[src/hw/rtl/rist_pkg.sv]
// Shared types and codes for the reference-counted slot table.
// Holds the slot entry layout, the result layout, and the opcode and status codes.
// Has no dependencies. Every other file in the block imports it.
`timescale 1ns / 1ps

package rist_pkg;

    localparam int TAG_W      = 16;
    localparam int CNT_W      = 16;
    localparam int IO_SLOT_W  = 6;
    localparam int STATUS_W   = 3;

    localparam logic [CNT_W-1:0] COUNT_MAX = {CNT_W{1'b1}};

    // request kinds
    localparam logic OP_GET = 1'b0;
    localparam logic OP_PUT = 1'b1;

    // result status codes
    localparam logic [STATUS_W-1:0] STAT_HIT       = 3'd0;
    localparam logic [STATUS_W-1:0] STAT_FILL      = 3'd1;
    localparam logic [STATUS_W-1:0] STAT_FULL      = 3'd2;
    localparam logic [STATUS_W-1:0] STAT_RELEASED  = 3'd3;
    localparam logic [STATUS_W-1:0] STAT_WRITEBACK = 3'd4;
    localparam logic [STATUS_W-1:0] STAT_IGNORED   = 3'd5;

    typedef struct packed {
        logic [TAG_W-1:0] tag;
        logic [CNT_W-1:0] count;
    } slot_entry_t;

    typedef struct packed {
        logic [STATUS_W-1:0]  status;
        logic [IO_SLOT_W-1:0] slot;
        logic [TAG_W-1:0]     tag;
        logic [CNT_W-1:0]     count;
    } result_t;

endpackage

[src/hw/rtl/rist_slot_mem.sv]
// Slot store: one entry per slot holding the tag and the reference count.
// Single write port, single read port; the read data is registered.
// Depends on rist_pkg for the entry layout.
`timescale 1ns / 1ps

module rist_slot_mem #(
    parameter int DEPTH  = 64,
    parameter int ADDR_W = 6
) (
    input  logic                  clk,
    input  logic                  wr_en,
    input  logic [ADDR_W-1:0]     wr_addr,
    input  rist_pkg::slot_entry_t wr_data,
    input  logic                  rd_en,
    input  logic [ADDR_W-1:0]     rd_addr,
    output rist_pkg::slot_entry_t rd_data
);
    import rist_pkg::*;

    slot_entry_t mem [DEPTH];
    slot_entry_t rd_data_reg;

    always_ff @(posedge clk)
    begin
        if (wr_en)
        begin
            mem[wr_addr] <= wr_data;
        end
    end

    always_ff @(posedge clk)
    begin
        if (rd_en)
        begin
            rd_data_reg <= mem[rd_addr];
        end
    end

    assign rd_data = rd_data_reg;

endmodule

[src/hw/rtl/rist_engine.sv]
// Request sequencer: clears the slot store after reset, scans it for get requests,
// reads a single slot for in-range put requests, then writes back and hands over the result.
// Depends on rist_pkg; drives the ports of rist_slot_mem.
`timescale 1ns / 1ps

module rist_engine #(
    parameter int SLOT_COUNT = 64,
    parameter int SLOT_W     = 6
) (
    input  logic                                 clk,
    input  logic                                 rst_n,
    input  logic                                 in_valid,
    output logic                                 in_ready,
    input  logic                                 in_opcode,
    input  logic [rist_pkg::TAG_W-1:0]           in_tag,
    input  logic [rist_pkg::IO_SLOT_W-1:0]       in_slot,
    input  logic                                 out_free,
    output logic                                 res_valid,
    output rist_pkg::result_t                    res,
    output logic                                 mem_rd_en,
    output logic [SLOT_W-1:0]                    mem_rd_addr,
    input  rist_pkg::slot_entry_t                mem_rd_data,
    output logic                                 mem_wr_en,
    output logic [SLOT_W-1:0]                    mem_wr_addr,
    output rist_pkg::slot_entry_t                mem_wr_data
);
    import rist_pkg::*;

    localparam logic [2:0] S_CLEAR  = 3'd0;
    localparam logic [2:0] S_IDLE   = 3'd1;
    localparam logic [2:0] S_SCAN   = 3'd2;
    localparam logic [2:0] S_PUTRD  = 3'd3;
    localparam logic [2:0] S_FINISH = 3'd4;

    localparam logic [SLOT_W-1:0] LAST_IDX = SLOT_W'(SLOT_COUNT - 1);

    logic [2:0]           state_reg, state_next;
    logic [SLOT_W-1:0]    idx_reg, idx_next;
    logic                 op_reg, op_next;
    logic [TAG_W-1:0]     req_tag_reg, req_tag_next;
    logic [IO_SLOT_W-1:0] req_slot_reg, req_slot_next;
    logic                 inrange_reg, inrange_next;
    logic                 hit_reg, hit_next;
    logic [SLOT_W-1:0]    hit_idx_reg, hit_idx_next;
    logic                 free_found_reg, free_found_next;
    logic [SLOT_W-1:0]    free_idx_reg, free_idx_next;
    slot_entry_t          ent_reg, ent_next;

    logic                 in_inrange;
    logic                 q_used;
    logic                 q_match;
    logic [SLOT_W-1:0]    idx_inc;
    logic [CNT_W-1:0]     cnt_inc;
    logic [CNT_W-1:0]     cnt_dec;
    result_t              fin_res;
    logic                 fin_wr_en;
    logic [SLOT_W-1:0]    fin_wr_addr;
    slot_entry_t          fin_wr_data;

    assign in_ready   = (state_reg == S_IDLE);
    assign in_inrange = ({26'd0, in_slot} < 32'(SLOT_COUNT));
    assign q_used     = (mem_rd_data.count != '0);
    assign q_match    = q_used && (mem_rd_data.tag == req_tag_reg);
    assign idx_inc    = SLOT_W'(idx_reg + 1'b1);
    assign cnt_inc    = (ent_reg.count == COUNT_MAX) ? ent_reg.count
                                                     : CNT_W'(ent_reg.count + 1'b1);
    assign cnt_dec    = CNT_W'(ent_reg.count - 1'b1);

    // result and write-back of the item in hand
    always_comb
    begin
        fin_res     = '0;
        fin_wr_en   = 1'b0;
        fin_wr_addr = SLOT_W'(req_slot_reg);
        fin_wr_data = '0;
        if (op_reg == OP_GET)
        begin
            if (hit_reg)
            begin
                fin_res.status    = STAT_HIT;
                fin_res.slot      = IO_SLOT_W'(hit_idx_reg);
                fin_res.tag       = ent_reg.tag;
                fin_res.count     = cnt_inc;
                fin_wr_en         = 1'b1;
                fin_wr_addr       = hit_idx_reg;
                fin_wr_data.tag   = ent_reg.tag;
                fin_wr_data.count = cnt_inc;
            end
            else if (free_found_reg)
            begin
                fin_res.status    = STAT_FILL;
                fin_res.slot      = IO_SLOT_W'(free_idx_reg);
                fin_res.tag       = req_tag_reg;
                fin_res.count     = CNT_W'(1);
                fin_wr_en         = 1'b1;
                fin_wr_addr       = free_idx_reg;
                fin_wr_data.tag   = req_tag_reg;
                fin_wr_data.count = CNT_W'(1);
            end
            else
            begin
                fin_res.status = STAT_FULL;
            end
        end
        else
        begin
            fin_res.slot = req_slot_reg;
            if (!inrange_reg || ent_reg.count == '0)
            begin
                fin_res.status = STAT_IGNORED;
            end
            else
            begin
                fin_res.status    = (cnt_dec == '0) ? STAT_WRITEBACK : STAT_RELEASED;
                fin_res.tag       = ent_reg.tag;
                fin_res.count     = cnt_dec;
                fin_wr_en         = 1'b1;
                fin_wr_data.tag   = ent_reg.tag;
                fin_wr_data.count = cnt_dec;
            end
        end
    end

    always_comb
    begin
        state_next      = state_reg;
        idx_next        = idx_reg;
        op_next         = op_reg;
        req_tag_next    = req_tag_reg;
        req_slot_next   = req_slot_reg;
        inrange_next    = inrange_reg;
        hit_next        = hit_reg;
        hit_idx_next    = hit_idx_reg;
        free_found_next = free_found_reg;
        free_idx_next   = free_idx_reg;
        ent_next        = ent_reg;
        mem_rd_en       = 1'b0;
        mem_rd_addr     = idx_inc;
        mem_wr_en       = 1'b0;
        mem_wr_addr     = idx_reg;
        mem_wr_data     = '0;
        res_valid       = 1'b0;
        res             = fin_res;
        case (state_reg)
            S_CLEAR:
            begin
                mem_wr_en = 1'b1;
                idx_next  = idx_inc;
                if (idx_reg == LAST_IDX)
                begin
                    idx_next   = '0;
                    state_next = S_IDLE;
                end
            end
            S_IDLE:
            begin
                if (in_valid)
                begin
                    op_next         = in_opcode;
                    req_tag_next    = in_tag;
                    req_slot_next   = in_slot;
                    inrange_next    = in_inrange;
                    hit_next        = 1'b0;
                    free_found_next = 1'b0;
                    idx_next        = '0;
                    if (in_opcode == OP_GET)
                    begin
                        mem_rd_en   = 1'b1;
                        mem_rd_addr = '0;
                        state_next  = S_SCAN;
                    end
                    else if (in_inrange)
                    begin
                        mem_rd_en   = 1'b1;
                        mem_rd_addr = SLOT_W'(in_slot);
                        state_next  = S_PUTRD;
                    end
                    else
                    begin
                        state_next = S_FINISH;
                    end
                end
            end
            S_SCAN:
            begin
                // read data belongs to idx_reg; next address is issued alongside
                if (q_match)
                begin
                    hit_next     = 1'b1;
                    hit_idx_next = idx_reg;
                    ent_next     = mem_rd_data;
                    state_next   = S_FINISH;
                end
                else
                begin
                    if (!q_used && !free_found_reg)
                    begin
                        free_found_next = 1'b1;
                        free_idx_next   = idx_reg;
                    end
                    if (idx_reg == LAST_IDX)
                    begin
                        state_next = S_FINISH;
                    end
                    else
                    begin
                        mem_rd_en = 1'b1;
                        idx_next  = idx_inc;
                    end
                end
            end
            S_PUTRD:
            begin
                ent_next   = mem_rd_data;
                state_next = S_FINISH;
            end
            S_FINISH:
            begin
                if (out_free)
                begin
                    res_valid   = 1'b1;
                    mem_wr_en   = fin_wr_en;
                    mem_wr_addr = fin_wr_addr;
                    mem_wr_data = fin_wr_data;
                    state_next  = S_IDLE;
                end
            end
            default:
            begin
                state_next = S_IDLE;
            end
        endcase
    end

    always_ff @(posedge clk or negedge rst_n)
    begin
        if (!rst_n)
        begin
            state_reg <= S_CLEAR;
            idx_reg   <= '0;
        end
        else
        begin
            state_reg <= state_next;
            idx_reg   <= idx_next;
        end
    end

    always_ff @(posedge clk)
    begin
        op_reg         <= op_next;
        req_tag_reg    <= req_tag_next;
        req_slot_reg   <= req_slot_next;
        inrange_reg    <= inrange_next;
        hit_reg        <= hit_next;
        hit_idx_reg    <= hit_idx_next;
        free_found_reg <= free_found_next;
        free_idx_reg   <= free_idx_next;
        ent_reg        <= ent_next;
    end

    // a result is only handed over when the output stage can take it
    a_res_needs_room: assert property (@(posedge clk) disable iff (!rst_n)
        res_valid |-> out_free)
        else $error("result issued while output stage occupied");

    // scan never reads and writes the store in the same cycle
    a_no_rw_overlap: assert property (@(posedge clk) disable iff (!rst_n)
        !(mem_wr_en && mem_rd_en))
        else $error("slot store read and written together");

    // after a result the next item can be taken straight away
    a_ready_after_res: assert property (@(posedge clk) disable iff (!rst_n)
        res_valid |=> in_ready)
        else $error("not ready after result");

    // a fresh claim always starts at a count of one and writes it back
    a_fill_count_one: assert property (@(posedge clk) disable iff (!rst_n)
        (res_valid && res.status == STAT_FILL) |->
            (res.count == CNT_W'(1) && mem_wr_en && mem_wr_data.count == CNT_W'(1)))
        else $error("fill with wrong count");

endmodule

[src/hw/rtl/refcounted_inode_slot_table.sv]
// Reference-counted slot table, top level. Get: scans the slot store from accept to result
// (one slot store read per cycle, stopping early on a hit); put: reads the named slot, if in range.
// One item at a time: the next item can be accepted the cycle after a result is produced.
// The output register lets a new item enter while the last result waits to be taken.
// After rst_n (asynchronous, active low) a clearing pass zeroes every count; s_tready stays
// low meanwhile. Depends on rist_pkg, rist_engine, rist_slot_mem.
`timescale 1ns / 1ps

module refcounted_inode_slot_table #(
    parameter int SLOT_COUNT = 64
) (
    input  logic        clk,
    input  logic        rst_n,
    input  logic        s_tvalid,
    output logic        s_tready,
    input  logic [23:0] s_tdata,   // tag_number [15:0], slot_index [21:16], zero [23:22]
    input  logic        s_tuser,   // opcode
    output logic        m_tvalid,
    input  logic        m_tready,
    output logic [39:0] m_tdata,   // result_slot [5:0], result_tag [21:6],
                                   // result_count [37:22], zero [39:38]
    output logic [2:0]  m_tuser    // status
);
    import rist_pkg::*;

    localparam int SLOT_W = $clog2(SLOT_COUNT);

    logic              out_free;
    logic              res_valid;
    result_t           res;
    logic              mem_rd_en;
    logic [SLOT_W-1:0] mem_rd_addr;
    slot_entry_t       mem_rd_data;
    logic              mem_wr_en;
    logic [SLOT_W-1:0] mem_wr_addr;
    slot_entry_t       mem_wr_data;

    logic              out_valid_reg, out_valid_next;
    result_t           out_reg;

    rist_engine #(
        .SLOT_COUNT (SLOT_COUNT),
        .SLOT_W     (SLOT_W)
    ) u_engine (
        .clk         (clk),
        .rst_n       (rst_n),
        .in_valid    (s_tvalid),
        .in_ready    (s_tready),
        .in_opcode   (s_tuser),
        .in_tag      (s_tdata[15:0]),
        .in_slot     (s_tdata[21:16]),
        .out_free    (out_free),
        .res_valid   (res_valid),
        .res         (res),
        .mem_rd_en   (mem_rd_en),
        .mem_rd_addr (mem_rd_addr),
        .mem_rd_data (mem_rd_data),
        .mem_wr_en   (mem_wr_en),
        .mem_wr_addr (mem_wr_addr),
        .mem_wr_data (mem_wr_data)
    );

    rist_slot_mem #(
        .DEPTH  (SLOT_COUNT),
        .ADDR_W (SLOT_W)
    ) u_slot_mem (
        .clk     (clk),
        .wr_en   (mem_wr_en),
        .wr_addr (mem_wr_addr),
        .wr_data (mem_wr_data),
        .rd_en   (mem_rd_en),
        .rd_addr (mem_rd_addr),
        .rd_data (mem_rd_data)
    );

    // output register
    assign out_free = !out_valid_reg || m_tready;

    always_comb
    begin
        out_valid_next = out_valid_reg;
        if (res_valid)
        begin
            out_valid_next = 1'b1;
        end
        else if (m_tready)
        begin
            out_valid_next = 1'b0;
        end
    end

    always_ff @(posedge clk or negedge rst_n)
    begin
        if (!rst_n)
        begin
            out_valid_reg <= 1'b0;
        end
        else
        begin
            out_valid_reg <= out_valid_next;
        end
    end

    always_ff @(posedge clk)
    begin
        if (res_valid)
        begin
            out_reg <= res;
        end
    end

    assign m_tvalid = out_valid_reg;
    assign m_tuser  = out_reg.status;
    assign m_tdata  = {2'b00, out_reg.count, out_reg.tag, out_reg.slot};

endmodule
[config.mk]
export PLATFORM = sky130hd
export DESIGN_NAME = refcounted_inode_slot_table
export DESIGN_NICKNAME = d
export VERILOG_FILES = /design/src/hw/rtl/rist_pkg.sv /design/src/hw/rtl/rist_slot_mem.sv /design/src/hw/rtl/rist_engine.sv /design/src/hw/rtl/refcounted_inode_slot_table.sv
export SDC_FILE = /design/constraint.sdc
export NUM_CORES = 2
export LEC_CHECK = 0
export ABC_CLOCK_PERIOD_IN_PS = 9400
export BUFFER_PORTS_ARGS = -buffer_cell sky130_fd_sc_hd__buf_2
export CAP_MARGIN = 20
export CORE_AREA = 2 2 420 422
export CTS_BUF_LIST = sky130_fd_sc_hd__clkbuf_8
export CTS_CLUSTER_DIAMETER = 60
export DETAILED_ROUTE_END_ITERATION = 12
export DIE_AREA = 0 0 422 424
export PLACE_DENSITY = 0.74
export RECOVER_POWER = 50
export SYNTH_ARGS = -nofsm -noshare
export SYNTH_HDL_FRONTEND = slang
export SYNTH_HIERARCHICAL = 1
export SYNTH_SLANG_ARGS = --single-unit
[constraint.sdc]
create_clock -name clk -period 9.4 [get_ports clk]
set_input_delay 1.88 -clock clk [delete_from_list [all_inputs] [get_ports clk]]
set_output_delay 1.88 -clock clk [all_outputs]
set_load 0.005 [all_outputs]
==> flow_summary.ini <==
[power_and_ir_drop]
leakage_nw = 28.2
total_power_mw = 30.0
vdd_drop_max_v = 0.000436
power_density_mw_per_mm2 = 317

[yosys]
synth_compound_area_share_pct = 2.57
yosysWarnings = 6
synth-seq-area-share_pct = 77.8
async_flop_share_pct = 0.455
yosys.area_share.adder_pct = 0.0590
syn_avg_cell_area_sq_um = 22.2
synthSimpleGateAreaFrac_pct = 2.30
syn_area_sq_mm = 0.0848
yosys.area.top_type = edfxtp_1
synthXorXnorAreaFrac_pct = 0.310
synth_edf_count = 2190
synthTopCellsByCount = edfxtp_1, mux4_2, nor2_1, clkbuf_1, mux2i_1
synth_top_family_by_area = multiplexers
synth.most_common_cell = edfxtp_1
synth_flop_cell = edfxtp_1
synth_top_area_share_pct = 77.5
synthTopCellsByArea = edfxtp_1, mux4_2, mux2i_1, nor2_1, o22ai_1
yosys.cell_types.count = 74
synthMuxAreaShare_pct = 15.6
syn-instance-count = 3829
ys_ff_latch = 2200

[clocking]
clock_sinks = 2200
cts.root.buffer_cell = clkbuf_8
cts.clk_slew.worst_paths_ns = 0.06
cts_buffers = 336
cts_resized = 0
hold_buffers = 0
h-tree-depth = 5
clockBufferDepth = 4
cts_setup_buffers = 0
cts_tree = done
insertion_delay_ns = 1.02

[sta]
clock_skew_ns = 0.0538
rsz0062_at_grt = false
slew_violations = 705
slew_headroom_pct = -120
worst_slack_ns = 2.59
setup_viol = 0
finalCritPeriodShare_pct = 72.4
fin_crit_ns = 6.81
fin_tns_setup_ns = 0
tightest_slew_ns = 3.29
hold_viol = 0
clock.fmax_mhz = 147

[die]
rows = 154
die_y_um = 424
start_util_pct = 48.5
core_sq_mm = 0.175
die_width_um = 422
die_area_sq_mm = 0.179
num_io_pins = 74

[finish]
syn2layout_area_growth_pct = 11.7
nets = 4210
n_fill_cell = 12900
largest_register_ffs = 2048
drive_gt1_share_pct = 27.4
multi_input_comb_area_sq_mm = 0.0182
largest-register = u_slot_mem/mem
register_area_sq_mm = 0.0660

[placed_design]
io_buffers = 69
gp_congestion = 0.917
dp_hpwl_mm = 111
dp_slack_ns = 2.49

[global_route]
grt.total_usage_pct = 22.4
antenna_found_initial = 4
grt_max_degree = 123
grt_first_pass_wirelength_mm = 289
first_global_vias = 41800
overflow = 0

[worst_setup_path]
arrival_ns = 7.52
worst_setup_path_end_kind = flop
path_max_fanout = 48
critPathKind = primary input to flop
worstSetupStartpointType = primary input
required_ns = 10.12

[run]
cap_violations = 15

[min_path]
hold_path.class = flop to flop

[run_status]
status = complete, but fails checks
violations = max-capacitance violations, max-slew violations

[detailed_routing]
drt_first_pass_iters = 11
post_drt_wl_per_cell_um = 30.0
ant_nets = 0
initialDrtViolationCount = 5963
vias = 41900
totalWireLength_mm = 202
via_per_inst = 6.21
route.detailed.drc = 0
layer usage:
| metal | GRT usage (%) | part of all wire (%) |
|---|---|---|
| met2 | 34.5 | 47 |
| met1 | 31.9 | 38 |
| met4 | 6.92 | 2.9 |
| met3 | 5.69 | 12 |
| met5 | 0 | 0.0094 |
layout make-up:
| cell class | count | share of cell area [%] |
|---|---|---|
| Clock inverter | 220 | 1.02 |
| Multi-Input combinational cell | 1403 | 19.3 |
| Clock buffer | 344 | 5.00 |
| Tap cell | 2340 | 3.09 |
| Sequential cell | 2200 | 69.7 |
| Timing Repair Buffer | 223 | 1.88 |
| Inverter | 13 | 0.0515 |
| Antenna cell | 3 | 0.00793 |
power by group:
part	switching, mW	internal, mW
Clock	3.46	3.45
Sequential	0.265	11.7
Combinational	6.59	4.60
Total	10.3	19.7
per-stage QoR:
stage / utilization [%] / hold slack [ns] / instances / area (sq um)
after floorplan: - / 0.427 / 3830 / 84800
after global placement: 50.7 / 0.434 / 6153 / 88700
after detailed placement: 50.8 / 0.439 / 6157 / 88800
after CTS: 54.0 / 0.456 / 6721 / 94500
after global routing: 54.1 / 0.468 / 6745 / 94700
final: 54.1 / 0.467 / 6746 / 94700
cell families after synthesis:
kind of cell | count (synthesis)
adders and majority gates | 4
AOI/OAI and AO/OA | 328
DFF | 2200
buffers and inverters | 227
other | 1
muxes | 642
xor gates and xnor gates | 30
and+or+nand+nor | 397
cell usage in the layout (no fill, tap or decap), drive strengths merged, types with 7 or more instances in the layout:
cell type and instances:
nor2b 18, xor2 21, nor4 14, clkbuf 386, a21oi 92, or3 7
or2 10, clkinv 97, edfxtp 2190, o21ai 22, a22o 17, nor3 25
nand2 57, o22ai 90, nand2b 13, a311oi 8, a22oi 20, and3 11
inv 126, dfrtp 10, clkinvlp 7, nand3 21, xnor2 9, buf 181
and2 33, o221ai 29, mux2i 94, mux4 544, nor2 163
worst paths after layout:
path / from / end / slack [ns] / depth (start not counted)
setup / recovery: m_tready / u_slot_mem/mem[11][25] / 2.59 / 7
hold / removal: u_slot_mem/rd_data[9] / u_engine/ent_reg[9] / 0.47 / 0
setup reg to reg: u_engine/ent_reg[0] / u_slot_mem/mem[24][23] / 2.71 / 9
hold reg to reg: u_slot_mem/rd_data[9] / u_engine/ent_reg[9] / 0.47 / 0
max in group asynchronous: rst_n / u_engine/state_reg[2] / 8.14 / 1
min in group asynchronous: rst_n / u_engine/idx_reg[5] / 0.88 / 1
worst max-delay path, cell delays in order:
cell and delay, ns:
buf_2 0.07, nand2b_1 0.20, nand3_1 0.63, inv_1 1.33, clkbuf_1 1.68, and2_0 1.04
buf_4 0.58
(Power assumes the default switching activity.)
